$ cat src/rtl/bfpa_pkg.sv
// Package for the best-fit partition allocator: widths, codes, FSM state
// and the command/status structs between controller and datapath. No deps.
`timescale 1ns / 1ps

package bfpa_pkg;

    // Defaults for the top-level parameters
    localparam int MAX_SLOTS_DEF = 16;
    localparam int SIZE_BITS_DEF = 16;

    // Fixed port widths
    localparam int NUM_W       = 5;
    localparam int SLOT_PORT_W = 4;
    localparam int AMT_W       = 16;
    localparam int STAT_W      = 2;

    localparam logic [NUM_W-1:0] NUM_RESET = 5'd16;

    // Request kinds
    localparam logic REQ_LOAD  = 1'b0;
    localparam logic REQ_ALLOC = 1'b1;

    // Result status codes
    typedef enum logic [STAT_W-1:0] {
        ST_LOADED  = 2'd0,
        ST_GRANTED = 2'd1,
        ST_NOFIT   = 2'd2
    } t_status;

    // Controller states
    typedef enum logic [2:0] {
        S_IDLE,
        S_DECODE,
        S_SCAN,
        S_DRAIN,
        S_EMIT
    } t_state;

    // Commands from controller to datapath
    typedef struct packed {
        logic capture;
        logic load_wr;
        logic scan_clr;
        logic scan_rd;
        logic emit;
    } t_dp_cmd;

    // Status from datapath to controller
    typedef struct packed {
        logic is_alloc;
        logic limit_zero;
        logic scan_last;
        logic out_busy;
    } t_dp_stat;

endpackage

$ cat src/rtl/best_fit_partition_allocator.sv
// Top level of the best-fit partition allocator: ties controller and
// datapath together. Depends on bfpa_pkg, bfpa_ctrl, bfpa_dp.
//
// Channel   Direction  Handshake               Payload
// input     in         i_valid / o_stall       i_req_type, i_slot, i_amount
// result    out        o_valid / i_stall       o_status, o_granted_slot, o_fragment
// config    in         i_cfg_valid / o_cfg_ready  i_cfg_data (num_partitions)
//
// A load goes from DECODE to EMIT; an allocate passes SCAN and DRAIN first (neither
// when limit is zero), where limit is num_partitions saturated to MAX_SLOTS: the
// scan reads one slot size per cycle from the single read port of the size memory.
// Reset is synchronous, active low: all partitions free, num_partitions 16.
// One request is in flight at a time; o_stall is high until its result is
// in the output register, which holds while i_stall is high.
`timescale 1ns / 1ps

module best_fit_partition_allocator #(
    parameter int MAX_SLOTS = bfpa_pkg::MAX_SLOTS_DEF,
    parameter int SIZE_BITS = bfpa_pkg::SIZE_BITS_DEF
) (
    input  logic                             i_clk,
    input  logic                             i_rst_n,
    input  logic                             i_valid,
    output logic                             o_stall,
    input  logic                             i_req_type,
    input  logic [bfpa_pkg::SLOT_PORT_W-1:0] i_slot,
    input  logic [bfpa_pkg::AMT_W-1:0]       i_amount,
    output logic                             o_valid,
    input  logic                             i_stall,
    output logic [bfpa_pkg::STAT_W-1:0]      o_status,
    output logic [bfpa_pkg::SLOT_PORT_W-1:0] o_granted_slot,
    output logic [bfpa_pkg::AMT_W-1:0]       o_fragment,
    input  logic                             i_cfg_valid,
    output logic                             o_cfg_ready,
    input  logic [bfpa_pkg::NUM_W-1:0]       i_cfg_data
);
    import bfpa_pkg::*;

    t_dp_cmd  cmd;
    t_dp_stat stat;

    // Register writes are always taken
    assign o_cfg_ready = 1'b1;

    bfpa_ctrl u_ctrl (
        .i_clk   (i_clk),
        .i_rst_n (i_rst_n),
        .i_valid (i_valid),
        .i_stat  (stat),
        .o_stall (o_stall),
        .o_cmd   (cmd)
    );

    bfpa_dp #(
        .MAX_SLOTS (MAX_SLOTS),
        .SIZE_BITS (SIZE_BITS)
    ) u_dp (
        .i_clk          (i_clk),
        .i_rst_n        (i_rst_n),
        .i_cmd          (cmd),
        .o_stat         (stat),
        .i_req_type     (i_req_type),
        .i_slot         (i_slot),
        .i_amount       (i_amount),
        .i_cfg_wr       (i_cfg_valid && o_cfg_ready),
        .i_cfg_data     (i_cfg_data),
        .i_out_stall    (i_stall),
        .o_valid        (o_valid),
        .o_status       (o_status),
        .o_granted_slot (o_granted_slot),
        .o_fragment     (o_fragment)
    );

endmodule

$ cat src/rtl/bfpa_ctrl.sv
// Controller FSM of the partition allocator: sequences capture, load,
// slot scan and result emit. Depends on bfpa_pkg.
`timescale 1ns / 1ps

module bfpa_ctrl (
    input  logic               i_clk,
    input  logic               i_rst_n,
    input  logic               i_valid,
    input  bfpa_pkg::t_dp_stat i_stat,
    output logic               o_stall,
    output bfpa_pkg::t_dp_cmd  o_cmd
);
    import bfpa_pkg::*;

    t_state r_state;
    t_state n_state;

    // State register
    always_ff @(posedge i_clk) begin
        if (!i_rst_n) begin
            r_state <= S_IDLE;
        end else begin
            r_state <= n_state;
        end
    end

    // Next state and commands
    always_comb begin
        n_state = r_state;
        o_cmd   = '0;
        o_stall = 1'b1;
        unique case (r_state)
            S_IDLE: begin
                o_stall = 1'b0;
                if (i_valid) begin
                    o_cmd.capture = 1'b1;
                    n_state       = S_DECODE;
                end
            end
            S_DECODE: begin
                if (!i_stat.is_alloc) begin
                    o_cmd.load_wr = 1'b1;
                    n_state       = S_EMIT;
                end else begin
                    o_cmd.scan_clr = 1'b1;
                    n_state        = i_stat.limit_zero ? S_EMIT : S_SCAN;
                end
            end
            S_SCAN: begin
                o_cmd.scan_rd = 1'b1;
                if (i_stat.scan_last) begin
                    n_state = S_DRAIN;
                end
            end
            S_DRAIN: begin
                // last compare lands at this edge
                n_state = S_EMIT;
            end
            S_EMIT: begin
                if (!i_stat.out_busy) begin
                    o_cmd.emit = 1'b1;
                    n_state    = S_IDLE;
                end
            end
            default: begin
                n_state = S_IDLE;
            end
        endcase
    end

endmodule

$ cat src/rtl/bfpa_dp.sv
// Datapath of the partition allocator: size memory, free bits, config
// register, scan compare and output register. Depends on bfpa_pkg.
`timescale 1ns / 1ps

module bfpa_dp #(
    parameter int MAX_SLOTS = bfpa_pkg::MAX_SLOTS_DEF,
    parameter int SIZE_BITS = bfpa_pkg::SIZE_BITS_DEF
) (
    input  logic                            i_clk,
    input  logic                            i_rst_n,
    input  bfpa_pkg::t_dp_cmd               i_cmd,
    output bfpa_pkg::t_dp_stat              o_stat,
    input  logic                            i_req_type,
    input  logic [bfpa_pkg::SLOT_PORT_W-1:0] i_slot,
    input  logic [bfpa_pkg::AMT_W-1:0]      i_amount,
    input  logic                            i_cfg_wr,
    input  logic [bfpa_pkg::NUM_W-1:0]      i_cfg_data,
    input  logic                            i_out_stall,
    output logic                            o_valid,
    output logic [bfpa_pkg::STAT_W-1:0]     o_status,
    output logic [bfpa_pkg::SLOT_PORT_W-1:0] o_granted_slot,
    output logic [bfpa_pkg::AMT_W-1:0]      o_fragment
);
    import bfpa_pkg::*;

    localparam int SLOT_W = $clog2(MAX_SLOTS);
    localparam int CNT_W  = $clog2(MAX_SLOTS + 1);

    // Size memory, undefined until loaded
    logic [SIZE_BITS-1:0] r_mem [MAX_SLOTS];
    logic [MAX_SLOTS-1:0] r_free;
    logic [NUM_W-1:0]     r_num;

    // Captured request
    logic                   r_kind;
    logic [SLOT_PORT_W-1:0] r_slot;
    logic [SIZE_BITS-1:0]   r_amt;

    // Scan pipeline
    logic [SLOT_W-1:0]    r_idx;
    logic [SIZE_BITS-1:0] r_rd_size;
    logic                 r_rd_free;
    logic [SLOT_W-1:0]    r_rd_idx;
    logic                 r_cmp_v;

    // Best candidate so far
    logic                 r_found;
    logic [SLOT_W-1:0]    r_best;
    logic [SIZE_BITS-1:0] r_best_size;

    // Output register
    logic                   r_out_valid;
    t_status                r_status;
    logic [SLOT_PORT_W-1:0] r_gslot;
    logic [AMT_W-1:0]       r_frag;

    logic [CNT_W-1:0]  limit;
    logic              slot_ok;
    logic [SLOT_W-1:0] wr_addr;
    logic              fits;
    logic              take;
    logic              grant;

    // Saturate the search range to the table depth
    assign limit   = (32'(r_num) > MAX_SLOTS) ? CNT_W'(MAX_SLOTS) : CNT_W'(r_num);
    assign slot_ok = (32'(r_slot) < MAX_SLOTS);
    assign wr_addr = SLOT_W'(r_slot);
    assign fits    = r_rd_free && (r_rd_size >= r_amt);
    assign take    = r_cmp_v && fits && (!r_found || (r_rd_size <= r_best_size));
    assign grant   = (r_kind == REQ_ALLOC) && r_found;

    assign o_stat.is_alloc   = (r_kind == REQ_ALLOC);
    assign o_stat.limit_zero = (limit == '0);
    assign o_stat.scan_last  = ((CNT_W'(r_idx) + CNT_W'(1)) == limit);
    assign o_stat.out_busy   = r_out_valid && i_out_stall;

    // Config register
    always_ff @(posedge i_clk) begin
        if (!i_rst_n) begin
            r_num <= NUM_RESET;
        end else if (i_cfg_wr) begin
            r_num <= i_cfg_data;
        end
    end

    // Capture request
    always_ff @(posedge i_clk) begin
        if (i_cmd.capture) begin
            r_kind <= i_req_type;
            r_slot <= i_slot;
            r_amt  <= SIZE_BITS'(i_amount);
        end
    end

    // Size memory: one write port, one registered read port
    always_ff @(posedge i_clk) begin
        if (i_cmd.load_wr && slot_ok) begin
            r_mem[wr_addr] <= r_amt;
        end
        if (i_cmd.scan_rd) begin
            r_rd_size <= r_mem[r_idx];
        end
    end

    // Free bits: set by load, cleared by grant
    always_ff @(posedge i_clk) begin
        if (!i_rst_n) begin
            r_free <= '1;
        end else begin
            if (i_cmd.load_wr && slot_ok) begin
                r_free[wr_addr] <= 1'b1;
            end
            if (i_cmd.emit && grant) begin
                r_free[r_best] <= 1'b0;
            end
        end
    end

    // Advance scan index and read stage
    always_ff @(posedge i_clk) begin
        if (!i_rst_n) begin
            r_cmp_v <= 1'b0;
            r_idx   <= '0;
        end else begin
            r_cmp_v <= i_cmd.scan_rd;
            if (i_cmd.scan_clr) begin
                r_idx <= '0;
            end else if (i_cmd.scan_rd) begin
                r_idx <= r_idx + SLOT_W'(1);
            end
        end
    end

    always_ff @(posedge i_clk) begin
        if (i_cmd.scan_rd) begin
            r_rd_free <= r_free[r_idx];
            r_rd_idx  <= r_idx;
        end
    end

    // Keep the smallest fitting slot, later index wins a tie
    always_ff @(posedge i_clk) begin
        if (!i_rst_n) begin
            r_found <= 1'b0;
        end else if (i_cmd.scan_clr) begin
            r_found <= 1'b0;
        end else if (take) begin
            r_found <= 1'b1;
        end
    end

    always_ff @(posedge i_clk) begin
        if (take) begin
            r_best      <= r_rd_idx;
            r_best_size <= r_rd_size;
        end
    end

    // Output register
    always_ff @(posedge i_clk) begin
        if (!i_rst_n) begin
            r_out_valid <= 1'b0;
        end else if (i_cmd.emit) begin
            r_out_valid <= 1'b1;
        end else if (!i_out_stall) begin
            r_out_valid <= 1'b0;
        end
    end

    always_ff @(posedge i_clk) begin
        if (i_cmd.emit) begin
            if (r_kind == REQ_LOAD) begin
                r_status <= ST_LOADED;
                r_gslot  <= '0;
                r_frag   <= '0;
            end else if (r_found) begin
                r_status <= ST_GRANTED;
                r_gslot  <= SLOT_PORT_W'(r_best);
                r_frag   <= AMT_W'(r_best_size - r_amt);
            end else begin
                r_status <= ST_NOFIT;
                r_gslot  <= '0;
                r_frag   <= '0;
            end
        end
    end

    assign o_valid        = r_out_valid;
    assign o_status       = r_status;
    assign o_granted_slot = r_gslot;
    assign o_fragment     = r_frag;

endmodule

$ cat config.mk
export PLATFORM = sky130hd
export DESIGN_NAME = best_fit_partition_allocator
export DESIGN_NICKNAME = d
export VERILOG_FILES = /design/src/rtl/bfpa_pkg.sv /design/src/rtl/best_fit_partition_allocator.sv /design/src/rtl/bfpa_ctrl.sv /design/src/rtl/bfpa_dp.sv
export SDC_FILE = /design/constraint.sdc
export NUM_CORES = 1
export LEC_CHECK = 0
export BUFFER_PORTS_ARGS = -buffer_cell sky130_fd_sc_hd__buf_2
export CORE_ASPECT_RATIO = 0.8
export CORE_MARGIN = 2
export CORE_UTILIZATION = 45
export CTS_CLUSTER_DIAMETER = 100
export DETAILED_ROUTE_END_ITERATION = 6
export HOLD_SLACK_MARGIN = 0.03
export PLACE_DENSITY = 0.65
export SLEW_MARGIN = 20
export SYNTH_ARGS = -nofsm -noshare
export SYNTH_HDL_FRONTEND = slang
export SYNTH_SLANG_ARGS = --single-unit
$ cat constraint.sdc
create_clock -name i_clk -period 3.4 [get_ports i_clk]
set_input_delay 0.17 -clock i_clk [delete_from_list [all_inputs] [get_ports i_clk]]
set_output_delay 0.17 -clock i_clk [all_outputs]
set_load 0.02 [all_outputs]
==> reports/qor.csv <==
stage,metric,value,unit
run_status,outcome,finished clean,
cells_and_area,utilization,53.5,%
sta,whs,0.335,ns
cells_and_area,area_delta_synth_final,17.4,%
job,cap_violations,0,
setup_path,rr_worst_depth,9,
die,die_x,210,um
die,rows,60,
grt,track_usage,19.3,%
yosys,synth_cell_types,52,
setup_path,cp.arrival,3.49,ns
cells_and_area,nFillCells,2633,
placed_design,placed_area,0.0163,mm^2
sta,final.setup.tns,0,ns
route,drtIter0Drc,729,
setup_path,cp.required,3.69,ns
clocking,clk_pin_slew,0.06,ns
yosys,yosys_most_used_dff,edfxtp_1,
clocking,root_buffer,clkbuf_16,
pwr,p_int,7.72,mW
yosys,synth-warning-count,0,
yosys,synthArstFlopShare,0,%
grt,grt_antenna_before_repair,0,
route,vias,8226,
setup_path,cpMaxStageDelayCell,edfxtp_1,
die,dieArea,0.0355,mm^2
hold_path,hold_class,in -> reg,
cells_and_area,drive_gt1_share,24.4,%
yosys,yosysMostFrequentCell,edfxtp_1,
setup_path,critPathTopFamily,compound AO/OA/AOI/OAI gates,
die,core_area,0.0336,mm^2
hold_path,min_path_cells,2,
setup_path,crit_fanout,17,
sta,finalSetupViolations,0,
pwr,swShare,20.8,%
route,wl,33900,um
yosys,synth_top_area_share,66.8,%
pwr,p_sw,2.02,mW
clocking,numCtsBuffers,37,
grt,grt_pass1_wl,50200,um
sta,finClkSkew,0.0182,ns
yosys,synth_area_per_cell,17.7,um^2
grt,grt_pass1_vias,7955,
grt,grt_max_degree,34,
yosys,synth_top_area_cell,edfxtp_1,
yosys,synth_common_cells,"edfxtp_1 (340), mux4_2 (85), ha_1 (48)",
placed_design,numPortBuffers,54,
clocking,insertion_delay,0.54,ns
setup_path,end_kind,flop,
sta,fmax,313,MHz
yosys,synth-edff-count,340,
die,die-height,169,um
clocking,clockBufferDepth,3,
pwr,vdd_ir_drop_max,0.416,mV
pwr,power_density,543,mW/mm^2
placed_design,dpl.hpwl,20600,um
hold_path,worstHoldStart,i_amount[10],
die,ios,56,
setup_path,start_kind,flop,
sta,grt_setup_unrepaired,no,
pwr,power_frac_comb,4.6,%
placed_design,gp_congestion,0.810,
yosys,synth_seq_area_share,70.8,%
cells_and_area,nets,1080,
sta,slew_headroom,51.1,%
hold_path,hold_end,u_dp.r_amt[10],
sta,final-max-slew-violation-count,0,
cells_and_area,design_area,0.0180,mm^2
setup_path,r2r_setup_slack,0.20,ns
sta,worstMarginPinSlew,0.726,ns
route,drc,0,
pwr,pwr-share-clk,42.8,%
sta,final_hold_viol_count,0,
sta,min_period_over_period,94.1,%
pwr,seqPwrFrac,52.7,%
setup_path,r2r-end,u_dp.r_best_size[3],
yosys,syn-cell-area,0.0153,mm^2
setup_path,cp_num_buf_inv,2,
grt,overflow,0,
route,vias_per_cell,5.63,
route,first_pass_iters,5,
setup_path,crit_path_cell_trace,"inv_1, ha_1, a21o_1, a21oi_1, nor2b_1, a2111oi_0, o21ai_0, and4b_1, buf_12",
setup_path,cpPeakStageDelay,0.67,ns
yosys,syn_nets,943,
clocking,tritoncts,done,
cells_and_area,antenna_cells,0,
setup_path,r2r_start,u_dp.r_amt[9],
setup_path,worst-setup-path-type,reg -> reg,
yosys,syn_inst,863,
die,start_util,45.6,%
clocking,cts_htree_levels,2,
pwr,p_leak,6.03,nW
route,antenna_left,0,
yosys,ys_top_cells_by_area,"edfxtp_1 (67%), mux4_2 (13%), dfxtp_1 (4.1%)",
route,wl_per_cell,23.2,um
sta,min_period,3.20,ns
yosys,synth-seq-cells,371,
clocking,clock-sinks,371,
==> cells in the final DEF (no fill, tap or decap), types with 10 or more instances in the layout <==
| cell type | synthesis | layout |
|---|---|---|
| inv_1 | 46 | 46 |
| o21ai_0 | 22 | 22 |
| buf_2 | 4 | 54 |
| nand2_1 | 45 | 45 |
| dfxtp_1 | 31 | 29 |
| nor2_1 | 45 | 32 |
| nor2_2 | 0 | 13 |
| xnor2_1 | 10 | 10 |
| dlygate4sd3_1 | 0 | 35 |
| a21oi_1 | 23 | 23 |
| buf_4 | 7 | 33 |
| nor3_1 | 17 | 13 |
| clkbuf_16 | 0 | 38 |
| edfxtp_1 | 340 | 340 |
| ha_1 | 48 | 48 |
| mux4_2 | 85 | 85 |
==> stage by stage <==
stage          total power, mW  setup slack [ns]  std cells
2_1_floorplan             5.47             0.774        863
3_3_place_gp              5.62             0.500       1355
5_1_grt                   10.1            0.0410       1461
3_5_place_dp              5.63             0.285       1355
4_1_cts                   9.82             0.250       1456
6_report                  9.74             0.201       1461
==> power by group through the flow <==
stage          Combinational [mW]  Clock [mW]  Sequential (mW)
4_1_cts                     0.434        4.25             5.13
2_1_floorplan               0.264           0             5.21
5_1_grt                     0.486        4.44             5.14
3_3_place_gp                0.394           0             5.23
3_5_place_dp                0.399           0             5.23
6_report                    0.444        4.16             5.13
==> cell type report <==
| cell class | count | area, um^2 | area share, % |
|---|---|---|---|
| inverter | 46 | 173 | 0.962 |
| clock inverter | 19 | 243 | 1.35 |
| tap | 434 | 543 | 3.03 |
| multi-input combinational | 417 | 4190 | 23.4 |
| clock buffer | 47 | 995 | 5.54 |
| timing repair buffer | 127 | 968 | 5.39 |
| sequential | 371 | 10800 | 60.4 |
==> routing by layer <==
| layer | part of all wire [%] | vias to the layer above | GRT usage, % | wire length (um) |
|---|---|---|---|---|
| li1 | - | 3712 | - | - |
| met1 | 47 | 4176 | 30.0 | 15900 |
| met2 | 44 | 300 | 28.5 | 15100 |
| met3 | 7.0 | 38 | 3.60 | 2360 |
| met4 | 1.5 | 0 | 4.29 | 505 |
| met5 | 0 | - | 0 | 0 |
==> kinds of logic after synthesis <==
kind of cell | Yosys count | synth area share [%]
mux | 91 | 12.9
simple gates | 161 | 5.03
xor+xnor | 13 | 0.745
buf+inv | 75 | 2.09
flops | 371 | 70.8
other cells | 1 | 0.0245
fa+ha+maj | 49 | 4.06
compound gates | 102 | 4.31
==> state kept, by name (all words and copies together) (netlist names) <==
signal,count
u_ctrl.r_state,3
u_dp.o_fragment,16
u_dp.o_granted_slot,4
u_dp.o_status,2
u_dp.o_valid,1
u_dp.r_amt,16
u_dp.r_best,4
u_dp.r_best_size,16
u_dp.r_cmp_v,1
u_dp.r_found,1
u_dp.r_free,16
u_dp.r_idx,4
u_dp.r_kind,1
u_dp.r_mem,256
u_dp.r_num,5
u_dp.r_rd_free,1
u_dp.r_rd_idx,4
u_dp.r_rd_size,16
u_dp.r_slot,4
==> worst max-delay path by stage <==
stage                 startpoint                   to  depth (start not counted)
2_1_floorplan  u_ctrl.r_state[2]     u_dp.r_mem[2][0]                          5
3_3_place_gp       u_dp.r_amt[4]  u_dp.r_best_size[3]                          9
3_5_place_dp       u_dp.r_amt[4]  u_dp.r_best_size[9]                          9
4_1_cts            u_dp.r_amt[4]  u_dp.r_best_size[3]                          9
5_1_grt            u_dp.r_amt[1]  u_dp.r_best_size[0]                          8
6_report           u_dp.r_amt[9]  u_dp.r_best_size[3]                          9
==> timing repair <==
| action | CTS | global route |
|---|---|---|
| setup endpoints to repair | 0 | 17 |
| endpoints found under the hold margin | 41 | 0 |
| gates resized for setup | 0 | 0 |
| hold buffers | 35 | 0 |
| setup buffers | 0 | 5 |
No activity file was read; power rests on OpenSTA's default activity.
